<file path="src/rtl/core/fau_pkg.sv">
package fau_pkg;

    localparam int OPERAND_WIDTH = 16;
    localparam int RES_WIDTH     = 32;
    localparam int CNT_WIDTH     = $clog2(RES_WIDTH);

    typedef enum logic [1:0] {
        MODE_ADD   = 2'd0,
        MODE_MUL   = 2'd1,
        MODE_RECIP = 2'd2
    } mode_t;

    typedef enum logic [1:0] {
        DSEL_REM = 2'd0,
        DSEL_QN  = 2'd1,
        DSEL_QD  = 2'd2
    } div_sel_t;

    typedef enum logic [2:0] {
        S_IDLE = 3'd0,
        S_MUL  = 3'd1,
        S_FORM = 3'd2,
        S_TEST = 3'd3,
        S_REM  = 3'd4,
        S_QN   = 3'd5,
        S_QD   = 3'd6,
        S_OUT  = 3'd7
    } state_t;

    typedef struct packed {
        logic     load;
        logic     mul;
        logic     form;
        logic     div_start;
        div_sel_t div_sel;
        logic     gcd_step;
        logic     qn_save;
        logic     out_load;
    } dp_cmd_t;

    typedef struct packed {
        logic need_reduce;
        logic x_zero;
        logic y_zero;
        logic div_done;
        logic div_busy;
    } dp_status_t;

endpackage

</file>
<file path="src/rtl/core/fau_div.sv">
module fau_div
(
    input  logic                                     clk,
    input  logic                                     rst_n,
    input  logic                                     start,
    input  logic signed [fau_pkg::RES_WIDTH-1:0]     dividend,
    input  logic signed [fau_pkg::RES_WIDTH-1:0]     divisor,
    output logic                                     busy,
    output logic                                     done,
    output logic signed [fau_pkg::RES_WIDTH-1:0]     quotient,
    output logic signed [fau_pkg::RES_WIDTH-1:0]     remainder
);

    localparam int W = fau_pkg::RES_WIDTH;

    logic                                busy_reg;
    logic                                done_reg;
    logic [fau_pkg::CNT_WIDTH-1:0]       cnt_reg;
    logic [W-1:0]                        q_reg;
    logic [W-1:0]                        r_reg;
    logic [W-1:0]                        dvs_reg;
    logic                                neg_q_reg;
    logic                                neg_r_reg;

    logic [W-1:0]                        dvd_mag;
    logic [W-1:0]                        dvs_mag;
    logic [W:0]                          r_shift;
    logic                                ge;
    logic [W:0]                          r_sub;
    logic [W-1:0]                        r_next;
    logic [W-1:0]                        q_next;

    always_comb
    begin
        dvd_mag = dividend[W-1] ? W'(-dividend) : W'(dividend);
        dvs_mag = divisor[W-1]  ? W'(-divisor)  : W'(divisor);
        // one restoring step: shift in the next dividend bit, subtract if it fits
        r_shift = {r_reg, q_reg[W-1]};
        ge      = (r_shift >= {1'b0, dvs_reg});
        r_sub   = r_shift - {1'b0, dvs_reg};
        r_next  = ge ? r_sub[W-1:0] : r_shift[W-1:0];
        q_next  = {q_reg[W-2:0], ge};
    end

    always_ff @(posedge clk or negedge rst_n)
    begin
        if (!rst_n)
        begin
            busy_reg <= 1'b0;
            done_reg <= 1'b0;
            cnt_reg  <= '0;
        end
        else
        begin
            done_reg <= 1'b0;
            if (start)
            begin
                busy_reg <= 1'b1;
                cnt_reg  <= fau_pkg::CNT_WIDTH'(W - 1);
            end
            else if (busy_reg)
            begin
                cnt_reg <= cnt_reg - 1'b1;
                if (cnt_reg == '0)
                begin
                    busy_reg <= 1'b0;
                    done_reg <= 1'b1;
                end
            end
        end
    end

    always_ff @(posedge clk)
    begin
        if (start)
        begin
            q_reg     <= dvd_mag;
            r_reg     <= '0;
            dvs_reg   <= dvs_mag;
            neg_q_reg <= dividend[W-1] ^ divisor[W-1];
            neg_r_reg <= dividend[W-1];
        end
        else if (busy_reg)
        begin
            q_reg <= q_next;
            r_reg <= r_next;
        end
    end

    // remainder takes the sign of the dividend; quotient magnitude 2^31 wraps
    assign quotient  = neg_q_reg ? -$signed(q_reg) : $signed(q_reg);
    assign remainder = neg_r_reg ? -$signed(r_reg) : $signed(r_reg);
    assign busy      = busy_reg;
    assign done      = done_reg;

endmodule

</file>
<file path="src/rtl/core/fau_dp.sv">
module fau_dp
(
    input  logic                                         clk,
    input  logic                                         rst_n,
    input  fau_pkg::dp_cmd_t                             cmd,
    output fau_pkg::dp_status_t                          status,
    input  logic [1:0]                                   mode,
    input  logic signed [fau_pkg::OPERAND_WIDTH-1:0]     a_num,
    input  logic signed [fau_pkg::OPERAND_WIDTH-1:0]     a_den,
    input  logic signed [fau_pkg::OPERAND_WIDTH-1:0]     b_num,
    input  logic signed [fau_pkg::OPERAND_WIDTH-1:0]     b_den,
    output logic signed [fau_pkg::RES_WIDTH-1:0]         res_num,
    output logic signed [fau_pkg::RES_WIDTH-1:0]         res_den,
    output logic                                         zero_gcd
);

    localparam int W = fau_pkg::RES_WIDTH;

    logic [1:0]                                  mode_reg;
    logic signed [fau_pkg::OPERAND_WIDTH-1:0]    an_reg;
    logic signed [fau_pkg::OPERAND_WIDTH-1:0]    ad_reg;
    logic signed [fau_pkg::OPERAND_WIDTH-1:0]    bn_reg;
    logic signed [fau_pkg::OPERAND_WIDTH-1:0]    bd_reg;
    logic signed [W-1:0]                         pa_reg;
    logic signed [W-1:0]                         pb_reg;
    logic signed [W-1:0]                         pd_reg;
    logic signed [W-1:0]                         n_reg;
    logic signed [W-1:0]                         d_reg;
    logic signed [W-1:0]                         x_reg;
    logic signed [W-1:0]                         y_reg;
    logic signed [W-1:0]                         qn_reg;
    logic                                        reduce_reg;
    logic signed [W-1:0]                         res_num_reg;
    logic signed [W-1:0]                         res_den_reg;
    logic                                        zero_gcd_reg;

    logic signed [W-1:0]                         an_w;
    logic signed [W-1:0]                         ad_w;
    logic signed [W-1:0]                         bn_w;
    logic signed [W-1:0]                         bd_w;
    logic signed [W-1:0]                         pa_next;
    logic signed [W-1:0]                         n_next;
    logic signed [W-1:0]                         d_next;
    logic                                        reduce_next;
    logic signed [W-1:0]                         div_dvd;
    logic signed [W-1:0]                         div_dvs;
    logic                                        div_busy;
    logic                                        div_done;
    logic signed [W-1:0]                         div_quo;
    logic signed [W-1:0]                         div_rem;

    always_comb
    begin
        an_w = W'(an_reg);
        ad_w = W'(ad_reg);
        bn_w = W'(bn_reg);
        bd_w = W'(bd_reg);
        // add needs a_num*b_den, multiply needs a_num*b_num
        pa_next = (mode_reg == fau_pkg::MODE_ADD) ? an_w * bd_w : an_w * bn_w;

        case (mode_reg)
            fau_pkg::MODE_ADD:
            begin
                if (ad_reg == bd_reg)
                begin
                    n_next      = an_w + bn_w;
                    d_next      = ad_w;
                    reduce_next = 1'b0;
                end
                else
                begin
                    n_next      = pa_reg + pb_reg;
                    d_next      = pd_reg;
                    reduce_next = 1'b1;
                end
            end
            fau_pkg::MODE_MUL:
            begin
                n_next      = pa_reg;
                d_next      = pd_reg;
                reduce_next = 1'b1;
            end
            default:
            begin
                n_next      = ad_w;
                d_next      = an_w;
                reduce_next = 1'b0;
            end
        endcase

        case (cmd.div_sel)
            fau_pkg::DSEL_QN:
            begin
                div_dvd = n_reg;
                div_dvs = x_reg;
            end
            fau_pkg::DSEL_QD:
            begin
                div_dvd = d_reg;
                div_dvs = x_reg;
            end
            default:
            begin
                div_dvd = x_reg;
                div_dvs = y_reg;
            end
        endcase
    end

    fau_div u_div
    (
        .clk       (clk),
        .rst_n     (rst_n),
        .start     (cmd.div_start),
        .dividend  (div_dvd),
        .divisor   (div_dvs),
        .busy      (div_busy),
        .done      (div_done),
        .quotient  (div_quo),
        .remainder (div_rem)
    );

    always_ff @(posedge clk)
    begin
        if (cmd.load)
        begin
            mode_reg <= mode;
            an_reg   <= a_num;
            ad_reg   <= a_den;
            bn_reg   <= b_num;
            bd_reg   <= b_den;
        end
        if (cmd.mul)
        begin
            pa_reg <= pa_next;
            pb_reg <= bn_w * ad_w;
            pd_reg <= ad_w * bd_w;
        end
        if (cmd.form)
        begin
            n_reg      <= n_next;
            d_reg      <= d_next;
            x_reg      <= n_next;
            y_reg      <= d_next;
            reduce_reg <= reduce_next;
        end
        if (cmd.gcd_step)
        begin
            x_reg <= y_reg;
            y_reg <= div_rem;
        end
        if (cmd.qn_save)
        begin
            qn_reg <= div_quo;
        end
        if (cmd.out_load)
        begin
            if (!reduce_reg)
            begin
                res_num_reg  <= n_reg;
                res_den_reg  <= d_reg;
                zero_gcd_reg <= 1'b0;
            end
            else if (x_reg == '0)
            begin
                res_num_reg  <= '0;
                res_den_reg  <= '0;
                zero_gcd_reg <= 1'b1;
            end
            else
            begin
                res_num_reg  <= qn_reg;
                res_den_reg  <= div_quo;
                zero_gcd_reg <= 1'b0;
            end
        end
    end

    always_comb
    begin
        status.need_reduce = reduce_reg;
        status.x_zero      = (x_reg == '0);
        status.y_zero      = (y_reg == '0);
        status.div_done    = div_done;
        status.div_busy    = div_busy;
    end

    assign res_num  = res_num_reg;
    assign res_den  = res_den_reg;
    assign zero_gcd = zero_gcd_reg;

endmodule

</file>
<file path="src/rtl/core/fau_ctrl.sv">
module fau_ctrl
(
    input  logic                    clk,
    input  logic                    rst_n,
    input  logic                    in_valid,
    output logic                    in_stall,
    output logic                    out_valid,
    input  logic                    out_stall,
    output fau_pkg::dp_cmd_t        cmd,
    input  fau_pkg::dp_status_t     status
);

    fau_pkg::state_t state_reg;
    fau_pkg::state_t state_next;
    logic            out_valid_reg;

    always_ff @(posedge clk or negedge rst_n)
    begin
        if (!rst_n)
        begin
            state_reg     <= fau_pkg::S_IDLE;
            out_valid_reg <= 1'b0;
        end
        else
        begin
            state_reg <= state_next;
            if (cmd.out_load)
            begin
                out_valid_reg <= 1'b1;
            end
            else if (!out_stall)
            begin
                out_valid_reg <= 1'b0;
            end
        end
    end

    always_comb
    begin
        cmd         = '0;
        cmd.div_sel = fau_pkg::DSEL_REM;
        state_next  = state_reg;
        in_stall    = (state_reg != fau_pkg::S_IDLE);

        unique case (state_reg)
            fau_pkg::S_IDLE:
            begin
                if (in_valid)
                begin
                    cmd.load   = 1'b1;
                    state_next = fau_pkg::S_MUL;
                end
            end
            fau_pkg::S_MUL:
            begin
                cmd.mul    = 1'b1;
                state_next = fau_pkg::S_FORM;
            end
            fau_pkg::S_FORM:
            begin
                cmd.form   = 1'b1;
                state_next = fau_pkg::S_TEST;
            end
            fau_pkg::S_TEST:
            begin
                if (!status.need_reduce)
                begin
                    state_next = fau_pkg::S_OUT;
                end
                else if (!status.y_zero)
                begin
                    cmd.div_start = 1'b1;
                    cmd.div_sel   = fau_pkg::DSEL_REM;
                    state_next    = fau_pkg::S_REM;
                end
                else if (status.x_zero)
                begin
                    state_next = fau_pkg::S_OUT;
                end
                else
                begin
                    cmd.div_start = 1'b1;
                    cmd.div_sel   = fau_pkg::DSEL_QN;
                    state_next    = fau_pkg::S_QN;
                end
            end
            fau_pkg::S_REM:
            begin
                if (status.div_done)
                begin
                    cmd.gcd_step = 1'b1;
                    state_next   = fau_pkg::S_TEST;
                end
            end
            fau_pkg::S_QN:
            begin
                if (status.div_done)
                begin
                    cmd.qn_save   = 1'b1;
                    cmd.div_start = 1'b1;
                    cmd.div_sel   = fau_pkg::DSEL_QD;
                    state_next    = fau_pkg::S_QD;
                end
            end
            fau_pkg::S_QD:
            begin
                if (status.div_done)
                begin
                    state_next = fau_pkg::S_OUT;
                end
            end
            fau_pkg::S_OUT:
            begin
                // hold the result until the output register frees up
                if (!out_valid_reg || !out_stall)
                begin
                    cmd.out_load = 1'b1;
                    state_next   = fau_pkg::S_IDLE;
                end
            end
            default:
            begin
                state_next = fau_pkg::S_IDLE;
            end
        endcase
    end

    assign out_valid = out_valid_reg;

endmodule

</file>
<file path="src/rtl/core/fraction_arithmetic_unit.sv">
// Reciprocal and equal-denominator add skip reduction; a reduced result runs one
// Euclid remainder step per division, then divides numerator and denominator by
// the gcd unless it is zero. Every division goes through one shared radix-2 divider.
// One item at a time: the next item is taken the cycle after the result loads, and
// a result waits to load while out_stall holds the pending one.
// Reset (rst_n, async, active low) returns the sequencer to idle and drops out_valid.
module fraction_arithmetic_unit
(
    input  logic                                         clk,
    input  logic                                         rst_n,
    input  logic                                         in_valid,
    output logic                                         in_stall,
    input  logic [1:0]                                   mode,
    input  logic signed [fau_pkg::OPERAND_WIDTH-1:0]     a_num,
    input  logic signed [fau_pkg::OPERAND_WIDTH-1:0]     a_den,
    input  logic signed [fau_pkg::OPERAND_WIDTH-1:0]     b_num,
    input  logic signed [fau_pkg::OPERAND_WIDTH-1:0]     b_den,
    output logic                                         out_valid,
    input  logic                                         out_stall,
    output logic signed [fau_pkg::RES_WIDTH-1:0]         res_num,
    output logic signed [fau_pkg::RES_WIDTH-1:0]         res_den,
    output logic                                         zero_gcd
);

    fau_pkg::dp_cmd_t    cmd;
    fau_pkg::dp_status_t status;

    fau_ctrl u_ctrl
    (
        .clk       (clk),
        .rst_n     (rst_n),
        .in_valid  (in_valid),
        .in_stall  (in_stall),
        .out_valid (out_valid),
        .out_stall (out_stall),
        .cmd       (cmd),
        .status    (status)
    );

    fau_dp u_dp
    (
        .clk      (clk),
        .rst_n    (rst_n),
        .cmd      (cmd),
        .status   (status),
        .mode     (mode),
        .a_num    (a_num),
        .a_den    (a_den),
        .b_num    (b_num),
        .b_den    (b_den),
        .res_num  (res_num),
        .res_den  (res_den),
        .zero_gcd (zero_gcd)
    );

    // a zero gcd always comes with a zero fraction
    assert property (@(posedge clk) disable iff (!rst_n)
        out_valid && zero_gcd |-> res_num == '0 && res_den == '0)
        else $error("zero_gcd result is not zero");

    // no item enters while the divider is working
    assert property (@(posedge clk) disable iff (!rst_n)
        status.div_busy |-> in_stall)
        else $error("input open while divider busy");

    // the divider is never restarted mid-operation
    assert property (@(posedge clk) disable iff (!rst_n)
        status.div_busy |-> !cmd.div_start)
        else $error("divider restarted while busy");

    // a result is replaced only after it was taken
    assert property (@(posedge clk) disable iff (!rst_n)
        out_valid && out_stall |=> out_valid && $stable(res_num) && $stable(res_den))
        else $error("pending result lost");

endmodule

</file>
<file path="config.mk">
export PLATFORM = sky130hd
export DESIGN_NAME = fraction_arithmetic_unit
export DESIGN_NICKNAME = d
export VERILOG_FILES = /design/src/rtl/core/fau_pkg.sv /design/src/rtl/core/fau_div.sv /design/src/rtl/core/fau_dp.sv /design/src/rtl/core/fau_ctrl.sv /design/src/rtl/core/fraction_arithmetic_unit.sv
export SDC_FILE = /design/constraint.sdc
export NUM_CORES = 2
export LEC_CHECK = 0
export BUFFER_PORTS_ARGS = -buffer_cell sky130_fd_sc_hd__clkbuf_2
export CORE_ASPECT_RATIO = 1.75
export CORE_MARGIN = 2
export CORE_UTILIZATION = 65
export CTS_CLUSTER_DIAMETER = 80
export DETAILED_ROUTE_END_ITERATION = 10
export PLACE_DENSITY = 0.82
export SYNTH_ARGS = -nofsm -noshare
export SYNTH_HDL_FRONTEND = slang
export SYNTH_SLANG_ARGS = --single-unit
</file>
<file path="constraint.sdc">
create_clock -name clk -period 9.98 [get_ports clk]
set_clock_uncertainty 0.1 [all_clocks]
set_input_delay 1.497 -clock clk [delete_from_list [all_inputs] [get_ports clk]]
set_output_delay 1.497 -clock clk [all_outputs]
set_load 0.005 [all_outputs]
</file>
**Word-level counts from Yosys, hierarchy flattened**

Index checks and enable logic that the tools add are counted.

- Add/sub/neg operators: 8
- Multiply operators: 4
- $lt $le $gt $ge: 1
- Equality and inequality tests: 17
- Mux-type cells: 58
- Bitwise logic cells: 1
- Reductions and logical operators: 13

Operators by type and width:

| kind | number |
|---|---|
| $mux W32 | 18 |
| $pmux W32 S2 | 3 |
| $mul A16 B16 Y32 | 4 |
| $neg A32 Y32 | 4 |
| $logic_not A32 Y1 | 2 |
| $ge A33 B32 Y1 | 1 |
| $add A32 B32 Y32 | 1 |
| $sub A32 B32 Y32 | 1 |
| $mux W31 | 1 |
| $mux W3 | 10 |
| $pmux W3 S8 | 1 |
| $mux W1 | 19 |
| $add A16 B16 Y17 | 1 |
| $eq A16 B16 Y1 | 1 |
| $eq A3 B3 Y1 const B | 4 |
| $mux W5 | 2 |
| $ne A2 B1 Y1 const B | 5 |
| $eq A3 B2 Y1 const B | 2 |
| $pmux W3 S2 | 1 |
| $logic_not A5 Y1 | 1 |
| $reduce_and A5 Y1 | 1 |
| $sub A5 B1 Y5 const B | 1 |
| $eq A2 B1 Y1 const B | 2 |
| $mux W2 | 2 |
| other kinds (12) | 14 |

- Register bits after elaboration: 497
- Bits of input ports: 70
- Output and inout port bits: 67

**Depth between registers and ports, before layout**

- Word-level depth: 10
- Gate-level depth with buffers: 26
- Mapped depth without buffers: 24

**Cells and area by module**

Synthesis repeated with hierarchy kept, for this count alone.

- Cell total of the unflattened synthesis: 6,915
- Area total of the unflattened synthesis: 66,745.3 um2

By module, submodules not included:

| module | times used | cells an instance | area an instance (um2) | seq. area each (um2) |
|---|---|---|---|---|
| fau_dp | 1 | 5,895 | 57,864.2 | 11,651.2 |
| fau_div | 1 | 974 | 8,543.2 | 2,797.7 |
| fau_ctrl | 1 | 46 | 337.8 | 100.1 |

**Worst setup path after synthesis**

Ideal clock, no wire load.

- Path kind: register to register
- From: register u_dp.ad_reg[15] in the netlist's numbering
- To: register u_dp.pd_reg[31], data pin
- Arrival: 6.123 ns
- Path slack: 3.497 ns
- Cell stages (with the launch flop): 21
- Buffers on the path: 2
- Clock period less this slack: 6.483 ns
- Cells stage by stage: edfxtp_1 -> clkbuf_1 -> clkbuf_1 -> nand2_1 -> fa_1 -> inv_1 -> fa_1 -> fa_1 -> fa_1 -> fa_1 -> fa_1 -> ha_1 -> a211o_1 -> a21oi_1 -> nand3_1 -> a211oi_1 -> or3_1 -> a21oi_1 -> a211o_1 -> a21oi_1 -> xnor2_1

- Longest elaborated chain between the ends: 1

RTL lines:

| what | RTL line | source |
|---|---|---|
| start: declaration | fau_dp.sv:21 | `logic signed [fau_pkg::OPERAND_WIDTH-1:0] ad_reg;` |
| start signal: assignment | fau_dp.sv:129 | `ad_reg <= a_den;` |
| $mul A16 B16 Y32 | fau_dp.sv:137 | `pd_reg <= ad_w * bd_w;` |
| end signal: assignment | fau_dp.sv:137 |  |
| end: declaration | fau_dp.sv:26 | `logic signed [W-1:0] pd_reg;` |

No other way between the ends.
A chain may end at the register's enable or synchronous reset.

**Worst setup path after layout**

- From: register u_dp.bd_reg[2] in the netlist's numbering
- To: register u_dp.pd_reg[31], data pin

- Longest elaborated chain between the ends: 1

RTL lines:

| what | RTL line | source |
|---|---|---|
| start: declaration | fau_dp.sv:23 | `logic signed [fau_pkg::OPERAND_WIDTH-1:0] bd_reg;` |
| start signal: assignment | fau_dp.sv:131 | `bd_reg <= b_den;` |
| $mul A16 B16 Y32 | fau_dp.sv:137 |  |

No other way between the ends.

==> flow_summary.json <==
{
  "postCtsResizedCells": 0,
  "initial_core_util_pct": 65.5,
  "setup_viol": 0,
  "slowest_delay_ns": 1.21,
  "dp_hpwl_um": 157000,
  "ant_nets": 0,
  "cts_made_buffers": 51,
  "wl_per_cell_um": 24.5,
  "grt-ovfl-total": 0,
  "drv_cap": 0,
  "die_y_um": 426,
  "cts_buffer_depth": 3,
  "synth.ff_latch_count": 497,
  "clk_pin_slew_ns": 0.07,
  "routed_wl_um": 201000,
  "hp-start": "u_dp.u_div.cnt_reg[1]$_DFFE_PN0P_",
  "critical_path_required_ns": 10.30,
  "fill_cells": 7464,
  "synth_edf_count": 454,
  "yosys.area_share.simple_pct": 13.4,
  "dieArea_um2": 104000,
  "synth_ff_type": "edfxtp_1",
  "vias": 50700,
  "area_growth_pct": 5.92,
  "htreeDepth": 2,
  "synthArstFlopShare_pct": 2.21,
  "seq_area_frac_synth_pct": 22.0,
  "max_slew_margin_pct": 8.64,
  "synthMuxAreaShare_pct": 1.40,
  "track_usage_pct": 40.1,
  "tns_ns": 0,
  "crit_path_end_kind": "flip-flop",
  "drt_iter0_drc": 4054,
  "cp_num_buf_inv": 1,
  "hold-path-endpoint": "u_dp.u_div.cnt_reg[1]$_DFFE_PN0P_",
  "drive_gt1_share_pct": 5.85,
  "gp_congestion": 1.11,
  "cp.arrival_ns": 7.99,
  "run_status": "complete, no violations",
  "pin_count": 137,
  "yosysUniqueCellTypes": 81,
  "root_buffer": "clkbuf_16",
  "path_delay_family": "adder cells",
  "numPortBuffers": 136,
  "synth_top_family_by_area": "adder cells",
  "clock_sinks": 497,
  "rsz0062_at_grt": "no",
  "fmax_mhz": 130,
  "cts_tree": "done",
  "syn-num-nets": 8395,
  "vias_per_cell": 6.19,
  "insertion_delay_ns": 0.69,
  "synth.avg_cell_area_um2": 9.65,
  "whs_path_depth": 2,
  "synth_warnings": 0,
  "worst_slew_pin_slew_ns": 1.36,
  "holdCritPathClass": "reg2reg",
  "synth_compound_area_share_pct": 9.72,
  "die_w_um": 245,
  "nets": 8361,
  "rows": 154,
  "coreArea_um2": 101000,
  "r2r-end": "u_dp.pd_reg[31]$_DFFE_PP_",
  "remaining_drc_errors": 0,
  "first_pass_iters": 9,
  "synth_adder_area_share_pct": 40.0,
  "grt_first_pass_wirelength_um": 310000,
  "antenna_found_initial": 21,
  "hold_viol": 0,
  "crit_cells": 18,
  "grt_max_degree": 83,
  "crit_chain": "nand2_1 -> inv_1 -> fa_1 -> fa_1 -> fa_1 -> fa_1 -> fa_1 -> fa_1 -> ha_1 -> a211o_1 -> a21oi_1 -> nand3_1 -> a211oi_1 -> or3_1 -> a21oi_1 -> a211o_1 -> a21oi_1 -> xnor2_1",
  "fin_crit_ns": 7.67,
  "postCtsHoldBufs": 0,
  "timing.final.crit_share_pct": 76.8,
  "synth_xor_area_share_pct": 4.28,
  "syn_area_um2": 66000,
  "synthCells": 6842,
  "crit_fanout": 32,
  "r2r_start": "u_dp.bd_reg[2]$_DFFE_PP_",
  "ff2ff_setup_slack_ns": 2.31,
  "grt_pass1_vias": 54700,
  "slowest_stage": "edfxtp_1",
  "path_common_cell": "fa_1",
  "drv_slew": 0,
  "r2r_cells": 18,
  "path_class": "reg2reg",
  "post_cts_buffers": 0,
  "worst_setup_path_start_kind": "flip-flop"
}
worst min-delay path: cells and delay by family (launching register included):
kind | cells | cell delay (ns)
simple gates | 1 | 0.06
flops | 1 | 0.37
compound gates | 1 | 0.08
metal layers:
| layer | vias up | routed length [um] | global-route usage (%) | share of wire [%] |
|---|---|---|---|---|
| met2 | 2889 | 99000 | 67.8 | 49 |
| met3 | 1210 | 15900 | 8.34 | 7.9 |
| met5 | - | 102 | 0 | 0.051 |
| met1 | 24900 | 60400 | 39.9 | 30 |
| met4 | 12 | 25700 | 40.8 | 13 |
| li1 | 21700 | - | - | - |
layout make-up:
type / instances / area (um^2) / share of cell area (%)
Antenna cell: 17 / 42.5 / 0.0608
Clock buffer: 57 / 1350 / 1.93
Clock inverter: 39 / 571 / 0.816
Inverter: 1282 / 4810 / 6.88
Multi-Input combinational cell: 4746 / 45600 / 65.2
Sequential cell: 497 / 14600 / 20.8
Tap cell: 1326 / 1660 / 2.37
Timing Repair Buffer: 230 / 1390 / 1.98
stage by stage:
step | util (%) | hold WS [ns] | cell area, um^2 | std cells | setup WS (ns)
2_1_floorplan | - | 0.375 | 66000 | 6842 | 3.50
5_1_grt | 69.4 | 0.465 | 69900 | 8178 | 2.03
3_5_place_dp | 67.5 | 0.429 | 68000 | 8080 | 2.50
6_report | 69.4 | 0.438 | 70000 | 8194 | 2.31
4_1_cts | 69.4 | 0.445 | 69900 | 8176 | 2.45
3_3_place_gp | 67.5 | 0.408 | 68000 | 8080 | 2.59
cell usage after synthesis (19+ instances only):
cell type	number	area [um^2]
a22o_1	19	166
and3_1	25	156
o2bb2ai_1	35	307
fa_1	1051	21000
clkbuf_1	298	1120
o31ai_1	27	203
a221o_1	32	320
o21ai_0	285	1430
and2_1	460	2880
ha_1	432	5410
nand2_1	812	3050
xnor2_1	197	1730
nand2b_1	44	275
nor3_1	68	340
nor2_1	240	901
o21bai_1	20	150
a21oi_1	263	1320
dfxtp_1	32	641
mux2_2	33	372
xor2_1	126	1100
nor4_1	29	181
edfxtp_1	454	13600
inv_1	1279	4800
a31oi_1	43	269
o21a_1	29	218
nor2b_1	22	138
or3_1	19	119
o211ai_1	19	143
mux2i_1	55	551
a211oi_1	37	278
nand3_1	52	260
a21o_1	92	691
how the worst max path moves through the flow:
stage	from	slack [ns]	endpoint
floorplan	u_dp.ad_reg[15]$_DFFE_PP_	3.50	u_dp.pd_reg[31]$_DFFE_PP_
global placement	u_dp.bn_reg[15]$_DFFE_PP_	2.59	u_dp.pa_reg[31]$_DFFE_PP_
detailed placement	u_dp.bd_reg[2]$_DFFE_PP_	2.50	u_dp.pd_reg[31]$_DFFE_PP_
CTS	u_dp.bd_reg[2]$_DFFE_PP_	2.45	u_dp.pd_reg[31]$_DFFE_PP_
global route	u_dp.bd_reg[2]$_DFFE_PP_	2.03	u_dp.pd_reg[31]$_DFFE_PP_
finish	u_dp.bd_reg[2]$_DFFE_PP_	2.31	u_dp.pd_reg[31]$_DFFE_PP_
cell usage in the layout, fill, tap and decap left out, types with 37 or more instances in the layout:
cell	instances
edfxtp_1	454
buf_4	94
clkbuf_16	53
nand2b_1	44
xor2_1	126
nand3_1	51
ha_1	431
nand2_1	811
xnor2_1	196
inv_1	1279
nor2_1	235
mux2i_1	55
a31oi_1	42
a21oi_1	261
and2_1	460
clkbuf_2	136
nor3_1	66
a211oi_1	37
fa_1	1051
a21o_1	92
o21ai_0	281
cell families after synthesis:
kind of cell	after synthesis
simple gates	1843
buf+inv	1599
fa+ha+maj	1483
compound gates	1009
flops	497
xor+xnor	323
mux	88
Power is left out: the tool's default activity adds up to more than one toggle a clock period on the data nets, which glitch-free logic cannot reach.
